[config.mk]
export PLATFORM = sky130hd
export DESIGN_NAME = ile_cell
export DESIGN_NICKNAME = d
export VERILOG_FILES = /design/src/rtl/core/assert_macros.svh /design/src/rtl/core/ile_pkg.sv /design/src/rtl/core/ile_cell.sv
export SDC_FILE = /design/constraint.sdc
export NUM_CORES = 1
export LEC_CHECK = 0
export BUFFER_PORTS_ARGS = -buffer_cell sky130_fd_sc_hd__buf_2
export CAP_MARGIN = 15
export CELL_PAD_IN_SITES_DETAIL_PLACEMENT = 2
export CELL_PAD_IN_SITES_GLOBAL_PLACEMENT = 2
export CORE_UTILIZATION = 19
export DETAILED_ROUTE_END_ITERATION = 8
export GPL_TIMING_DRIVEN = 0
export PLACE_DENSITY = 0.77
export SLEW_MARGIN = 15
export SYNTH_ARGS = -nofsm -noshare
export SYNTH_HDL_FRONTEND = slang
export SYNTH_SLANG_ARGS = --single-unit
export TNS_END_PERCENT = 10
[constraint.sdc]
create_clock -name clk -period 3.3 [get_ports clk]
set_clock_uncertainty 0.05 [all_clocks]
set_input_delay 0.66 -clock clk [delete_from_list [all_inputs] [get_ports clk]]
set_output_delay 0.66 -clock clk [all_outputs]
set_load 0.02 [all_outputs]
[src/rtl/core/assert_macros.svh]
// Concurrent assertion helpers, sampled on clk and quiet while rst_n is low.
// The enclosing module must have signals named clk and rst_n.
`ifndef ASSERT_MACROS_SVH
`define ASSERT_MACROS_SVH

`ifndef SYNTHESIS

// Property must hold at every sampled edge.
`define ASSERT_ALWAYS(lbl, prop, msg) \
  lbl: assert property (@(posedge clk) disable iff (!rst_n) (prop)) else $error(msg);

// Antecedent at one edge implies consequent at the next edge.
`define ASSERT_NEXT(lbl, ante, cons, msg) \
  lbl: assert property (@(posedge clk) disable iff (!rst_n) (ante) |=> (cons)) else $error(msg);

`else

`define ASSERT_ALWAYS(lbl, prop, msg)
`define ASSERT_NEXT(lbl, ante, cons, msg)

`endif

`endif

[src/rtl/core/ile_pkg.sv]
package ile_pkg;

  localparam int LIST_DEPTH_DEF  = 64;
  localparam int VALUE_WIDTH_DEF = 32;

  // fixed port widths
  localparam int DATA_W  = 32;
  localparam int INDEX_W = 7;
  localparam int COUNT_W = 7;

  typedef enum logic [1:0] {
    MODE_APPEND = 2'd0,
    MODE_INSERT = 2'd1,
    MODE_REMOVE = 2'd2,
    MODE_GET    = 2'd3
  } mode_t;

  typedef enum logic [1:0] {
    ERR_OK    = 2'd0,
    ERR_INDEX = 2'd1,
    ERR_FULL  = 2'd2
  } err_t;

  // per-cycle command broadcast to every cell; already qualified by
  // acceptance and by a clean error check
  typedef struct packed {
    logic ins;
    logic app;
    logic rem;
  } cell_ctl_t;

endpackage

[src/rtl/core/ile_cell.sv]
module ile_cell
  import ile_pkg::*;
#(
  parameter int VALUE_WIDTH = VALUE_WIDTH_DEF,
  parameter int CMP_W       = COUNT_W,
  parameter int POS         = 0
) (
  input  logic                   clk,
  input  cell_ctl_t              ctl,
  input  logic [CMP_W-1:0]       idx,
  input  logic [CMP_W-1:0]       cnt,
  input  logic [VALUE_WIDTH-1:0] wr_value,
  input  logic [VALUE_WIDTH-1:0] prev_data,
  input  logic [VALUE_WIDTH-1:0] next_data,
  output logic [VALUE_WIDTH-1:0] data_o,
  output logic [VALUE_WIDTH-1:0] rd_o
);

  localparam logic [CMP_W-1:0] POS_C = CMP_W'(POS);

  logic [VALUE_WIDTH-1:0] data_r;
  logic [VALUE_WIDTH-1:0] data_nxt;
  logic                   hit;

  assign hit = (idx == POS_C);

  always_comb begin
    priority if (ctl.ins && hit) begin
      data_nxt = wr_value;
    end else if (ctl.ins && (POS_C > idx)) begin
      data_nxt = prev_data;          // shift up from lower neighbor
    end else if (ctl.app && (cnt == POS_C)) begin
      data_nxt = wr_value;
    end else if (ctl.rem && (POS_C >= idx)) begin
      data_nxt = next_data;          // shift down from upper neighbor
    end else begin
      data_nxt = data_r;
    end
  end

  always_ff @(posedge clk) begin
    data_r <= data_nxt;
  end

  assign data_o = data_r;
  assign rd_o   = hit ? data_r : '0;

endmodule

Word level (Yosys, flattened, before mapping)

Cells that the tools add are included.

Magnitude comparators: 2
Mux-type cells: 5
Reductions and logical operators: 7

Operator list:

| operator                                                              | count |
|---|---|
| 32-bit two-way mux                                                    | 5 |
| 7-bit zero test                                                       | 2 |
| 1-bit by 7-bit >= comparator with 1-bit output (first input constant) | 1 |
| 1-bit by 7-bit > comparator with 1-bit output (first input constant)  | 1 |
| 1-bit logical AND                                                     | 4 |
| 4-bit nonzero test                                                    | 1 |

Register bits: 32
Logic and storage cells: 15
Bits of input ports: 114

Logic depth before layout (Yosys ltp)

Gate-level depths: netlist of run 1.

Depth after elaboration: 6
Gate-level depth with buffers: 5
Gate-level depth less buffers: 4

Worst setup path before layout of run 1

OpenSTA, ideal clock, no wires.

Kind: input -> register
Start point: input port idx[4]
End point: register data_r[0] (netlist: data_o[0]), enable pin
Library setup time: 0.389 ns
Path slack: 0.358 ns
Cell stages on the path: 5
Arrival time: 2.503 ns
Cells stage by stage: or4_4 -> nor4_4 -> a22oi_4 -> buf_6 -> nand2_1

Word-level cells in the longest chain between the ends: 3
Elaborated cells on any way between the ends: 7
Those cells by class: 2 x order compare; 5 x reduce/logical

RTL lines:

| item                                                                        | RTL line                                       | text |
|---|---|---|
| start, declared                                                             | ile_cell.sv:10                                 | `input logic [CMP_W-1:0] idx,` |
| 1-bit by 7-bit > comparator with 1-bit output, or another cell as far along | ile_cell.sv:30                                 | `end else if (ctl.ins && (POS_C > idx)) begin` |
| 1-bit logical AND (on tied branches)                                        | ile_cell.sv:30, ile_cell.sv:28, ile_cell.sv:34 |  |
| 4-bit nonzero test (no source line) *                                       | -                                              |  |
| end signal, assigned                                                        | ile_cell.sv:42                                 | `data_r <= data_nxt;` |
| end, declared                                                               | ile_cell.sv:21                                 | `logic [VALUE_WIDTH-1:0] data_r;` |

Mark *: on every way between the ends. The rest lies on a longest branch, timed or not.
A chain may end at the register's enable or synchronous reset.

Worst setup path in the final report of run 1

Start point: input port idx[4]
End point: output port rd_o[25]

Word-level cells in the longest chain between the ends: 2

RTL lines:

| item               | RTL line       | text |
|---|---|---|
| 7-bit zero test    | ile_cell.sv:25 | `assign hit = (idx == POS_C);` |
| 32-bit two-way mux | ile_cell.sv:46 | `assign rd_o = hit ? data_r : '0;` |
| end, declared      | ile_cell.sv:16 | `output logic [VALUE_WIDTH-1:0] rd_o` |

Every way passes these cells.

==> metrics.yaml, run 1 <==
outcome: "finished, violations left"
violations: "design-rule violations"
die_w_um: 98.1
cpLargestDelayFamily: "simple AND/OR/NAND/NOR gates"
p_per_area_nw_per_um2: 343
yosys.cell_count.top_type: "edfxtp_1"
multiInputGateArea_um2: 752
initial_core_util: 0.198
syn_area_um2: 1760
cp_slowest_cell: "or4_4"
syn_to_final_growth_pct: 55.6
path_clk_slew_ns: 0.08
overflow: 0
clk_path_buf_depth: 2
period_minus_slack_ns: 3.16
syn_avg_cell_area_um2: 16.1
power.static_leakage_uw: 0.00141
synthesis.instances: 109
cp_slowest_stage_delay_ns: 0.53
power_uw: 937
postCtsHoldBufs: 0
n_antenna_cell: 0
placed_area_um2: 2620
relSlewSlack: 0.449
htreeDepth: 2
fp.coreArea_um2: 8850
drtAntennaViolNets: 0
viasPerCell: 3.96
grt_usage: 0.115
slew_viol_final: 0
synth.area.top_cells: "edfxtp_1 (55%), mux2_4 (25%), and2_1 (10%)"
postCtsSetupRepairBufs: 0
critPathLaunchType: "primary input"
path_cells: "buf_2 > or4_4 > nor4_4 > clkbuf_1 > and2_1 > buf_2"
crit_top_cell: "buf_2"
synth_common_cells: "edfxtp_1 (32), and2_1 (29), mux2_4 (29)"
async_flop_share: 0
seq_area_um2: 961
rsz0062_at_grt: "true"
end_kind: "primary output"
critPathBufInv: 3
first_pass_iters: 6
fin_area_um2: 2730
crit_required_ns: 2.59
synth_cell_types: 13
wl_per_cell_um: 14.8
yosysTopAreaCellShare: 0.547
syn-num-nets: 223
layout-drive-gt1-share: 0.748
grt_pass1_vias: 1617
timing.hold.ws_ns: 0.615
synth_top_area_cell: "edfxtp_1"
root_buffer: "clkbuf_8"
io_pins: 178
drc: 10
hold_viol: 0
pre_cts_ws_ns: -0.0884
drtIter0Drc: 24
path_max_fanout: 10
cp_data_arrival_time_ns: 2.45
drv_cap: 0
largest_reg_flops: 32
die_y_um: 98.1
fin_cells: 370
nets: 375
rows: 34
ys_seq_area_frac: 0.547
fillers: 987
synth-main-ff-cell: "edfxtp_1"
setup_viol: 0
cts_resized: 0
grt_pass1_wl_mm: 8.39
synth_edf_count: 32
path_class: "primary input to primary output"
antenna_found_initial: 0
fmax_ghz: 0.316
fp.dieArea_um2: 9630
worst_slack_ns: 0.139
gp_congestion: 0.626
cts_buffers: 5
worst_pin_slew_ns: 0.823
hold_class: "primary input to register"
vias: 1466
io_buffers: 145
peakVddDrop_uv: 142
synth-seq-cells: 32
dpl.cell_count: 362
cts_tree: "done"
cts_sinks: 32
wl_mm: 5.49
dp_hpwl_mm: 4.48
synth.yosys.warnings: 0
finalCritPeriodShare: 0.958
grt_max_degree: 33
==> final timing paths <==
kind / slack (ns) / endpoint / cells after the start / startpoint
setup / recovery: 0.14 / rd_o[25] / 6 / idx[4]
hold / removal: 0.62 / data_o[26] / 2 / wr_value[26]
==> per-stage QoR <==
step / setup TNS, ns / utilization
floorplan: 0 / -
global placement: -14.75 / 0.296
detailed placement: -2.79 / 0.296
CTS: 0 / 0.309
global route: -0.0439 / 0.309
finish: 0 / 0.309
==> kinds of logic after synthesis <==
logic type,synth area share
AO/OA/AOI/OAI,0.0121
multiplexers,0.267
AND/OR/NAND/NOR,0.148
flip-flops,0.547
buffers and inverters,0.0257
==> final cells by class <==
class	instances	share of cell area
plain buffers	6	0.0169
clock buffers	5	0.0252
clock inverters	3	0.0156
multi-input cells	71	0.275
flip-flops and latches	32	0.352
well taps	108	0.0495
repair buffers	145	0.266
==> cells in the final DEF, fill, tap and decap left out <==
master | synthesis | layout
buf_2 | 0 | 145
edfxtp_1 | 32 | 32
mux2_4 | 29 | 29
and2_1 | 29 | 29
clkbuf_8 | 0 | 5
buf_6 | 3 | 3
mux2_2 | 3 | 3
and2_2 | 3 | 3
clkbuf_1 | 3 | 2
nor4_1 | 1 | 1
nor4b_1 | 1 | 1
or4_4 | 1 | 1
nor4_4 | 1 | 1
a22oi_4 | 1 | 1
clkbuf_2 | 0 | 1
nand2_1 | 2 | 1
nand2_2 | 0 | 1
clkinvlp_4 | 0 | 1
bufinv_16 | 0 | 1
clkinv_2 | 0 | 1
==> where the power goes <==
group | internal [µW] | switching (µW)
registers | 452 | 1.76
logic | 66.0 | 33.9
clock network | 224 | 159
==> layer usage <==
layer	vias to the layer above	global-route usage	wire length (µm)
li1	699	-	-
met1	681	0.116	1900
met2	81	0.224	3080
met3	5	0.0372	450
met4	0	0.0280	50
met5	-	0	0
Note: power is estimated with default switching activity, not from simulation.
==> run 2, diff against run 1 <==
Settings changed: ABC_AREA set to 1, CORE_MARGIN set to 1.5, CORE_UTILIZATION 19 to 17, PLACE_DENSITY 0.77 to 0.8.
==> metrics.yaml, run 2 <==
path_max_fanout: 10  # unchanged
io_pins: 178  # unchanged
layout-drive-gt1-share: 0.439  # -0.309
crit_cells: 8  # +2
synth_edf_count: 32  # unchanged
syn-num-nets: 340  # +52%
hold_path_depth: 3  # +1
finalCritPeriodShare: 0.764  # -0.193
final_cell_mix: "buf_2 (150), nand2_1 (68), inv_1 (39)"
grt_max_degree: 18  # -45%
drtIter0Drc: 64  # +170%
synth-seq-cells: 32  # unchanged
layout_commonest_cell: "buf_2"
crit_required_ns: 2.59  # about the same
synth_top_family_by_area: "simple AND/OR/NAND/NOR gates"
path_cells: "buf_2 > inv_1 > nand2_1 > nor2_2 > nand2_1 > clkbuf_1 > nor2_1 > buf_2"
cp_data_arrival_time_ns: 1.81  # -0.64 ns
critPathLaunchType: "primary input"
io_buffers: 145  # unchanged
dp_hpwl_mm: 5.79  # +29%
path_clk_slew_ns: 0.07  # about the same
first_pass_iters: 3  # -3
critPathBufInv: 4  # +1
cts_sinks: 32  # unchanged
fillers: 1289  # +31%
cts_resized: 0  # unchanged
yosys.cell_count.top_type: "nand2_1"
synth.area.top_cells: "edfxtp_1 (54%), nand2_1 (14%), nand3_1 (9.5%)"
synth_common_cells: "nand2_1 (68), inv_1 (39), nor2_1 (36)"
syn_avg_cell_area_um2: 7.91  # -51%
outcome: "completed"
cp_slowest_cell: "clkbuf_1"
fp.dieArea_um2: 11100  # +16%
gp_congestion: 0.793  # +27%
synth-main-ff-cell: "edfxtp_1"
synthAdderAreaFrac: 0  # unchanged
die_w_um: 106  # +7.6%
grt_usage: 0.130  # +0.0152
synthSimpleGateAreaFrac: 0.339  # +0.192
fin_setup_tns_ns: 0  # unchanged
grt_pass1_vias: 2265  # +40%
overflow: 0  # unchanged
end_kind: "primary output"
relSlewSlack: 0.646  # +0.196
peakVddDrop_uv: 144  # +1.6%
syn_area_um2: 1790  # +1.9%
period_minus_slack_ns: 2.52  # -0.638 ns
drc: 0  # -10
path_class: "primary input to primary output"
cpLargestDelayFamily: "buffers and inverters"
postCtsSetupRepairBufs: 0  # unchanged
synth-xor-area-share: 0  # unchanged
synth.area.mux_share: 0  # -0.267
nets: 493  # +31%
wl_mm: 7.10  # +29%
worst_pin_slew_ns: 0.531  # -0.292 ns
largest_reg_flops: 32  # unchanged
cts_tree: "done"
synth_compound_area_frac: 0  # -0.0121
grt_pass1_wl_mm: 11.4  # +35%
fmax_ghz: 0.396  # +25%
syn_to_final_growth_pct: 57.9
power_uw: 929  # -0.81%
antenna_found_initial: 0  # unchanged
fin_cells: 516  # +39%
cts_buffers: 5  # unchanged
ys_seq_area_frac: 0.537  # -0.00996
slew_viol_final: 0  # unchanged
synthesis.instances: 226  # +110%
viasPerCell: 3.98  # +0.56%
async_flop_share: 0  # unchanged
postCtsHoldBufs: 0  # unchanged
cp_slowest_stage_delay_ns: 0.28  # -0.25 ns
hold_viol: 0  # unchanged
setup_viol: 0  # unchanged
drtAntennaViolNets: 0  # unchanged
rsz0062_at_grt: "false"
fp.coreArea_um2: 10300  # +16%
synth_cell_types: 12  # -1
n_antenna_cell: 0  # unchanged
hold_class: "primary input to register"
rows: 37  # +8.8%
clk_path_buf_depth: 2  # unchanged
root_buffer: "clkbuf_8"
wl_per_cell_um: 13.8  # -7.2%
initial_core_util: 0.174  # -0.0244
drv_cap: 0  # unchanged
die_y_um: 106  # +7.6%
vias: 2056  # +40%
p_per_area_nw_per_um2: 329  # -4.1%
synth.yosys.warnings: 0  # unchanged
htreeDepth: 2  # unchanged
power.static_leakage_uw: 0.00160  # +13%
yosysTopAreaCellShare: 0.537  # -0.00996
synth_top_area_cell: "edfxtp_1"
dpl.cell_count: 508  # +40%
-- run 2: cell count changes after synthesis, sizes merged, moves of 2 or more --
cell	before	now
inv	0	39
nor2	0	38
buf	3	8
nand3	0	35
nand2	2	69
and2	32	0
mux2	32	0
nor4	2	0
-- run 2: path summary, 6_finish.rpt --
check	endpoint	slack, ns	start
hold / removal	data_o[5]	0.59	wr_value[5]
setup / recovery	rd_o[12]	0.78	idx[2]
-- run 2: power by group --
part	internal, µW	leakage (µW)	switching (µW)
clock network	224	0.0000552	154
registers	452	0.000288	2.06
logic	52.1	0.00126	44.3
-- run 2: area by class of cell --
type	count	area [µm²]	share of cell area
clock buffers	6	72.6	0.0257
repair buffers	146	753	0.267
inverters	39	146	0.0518
plain buffers	12	73.8	0.0261
well taps	136	170	0.0603
multi-input cells	143	612	0.217
clock inverters	2	35.0	0.0124
flip-flops and latches	32	961	0.340
-- run 2: tightest hold or removal path, stage by stage --
cell and delay [ns]:
buf_2 0.07, nand2_1 0.04, nand2_1 0.05
-- run 2: stage by stage --
step                       util  hold WS, ns  setup slack (ns)  cell area (µm²)
after detailed placement  0.264        0.885             0.664             2720
after global placement    0.261        0.874            -0.158             2680
after floorplan               -        0.789             0.737             1790
after global routing      0.275        0.591             0.577             2820
after CTS                 0.275        0.579             0.703             2820
final                     0.275        0.588             0.778             2820
-- run 2: logic make-up after synthesis --
logic type / Yosys count
buf+inv: 51
flops: 32
simple gates: 143
-- run 2: metal layers --
layer,track usage,part of all wire
met1,0.139,0.37
met2,0.254,0.56
met3,0.0229,0.052
met4,0.0444,0.019
met5,0,0
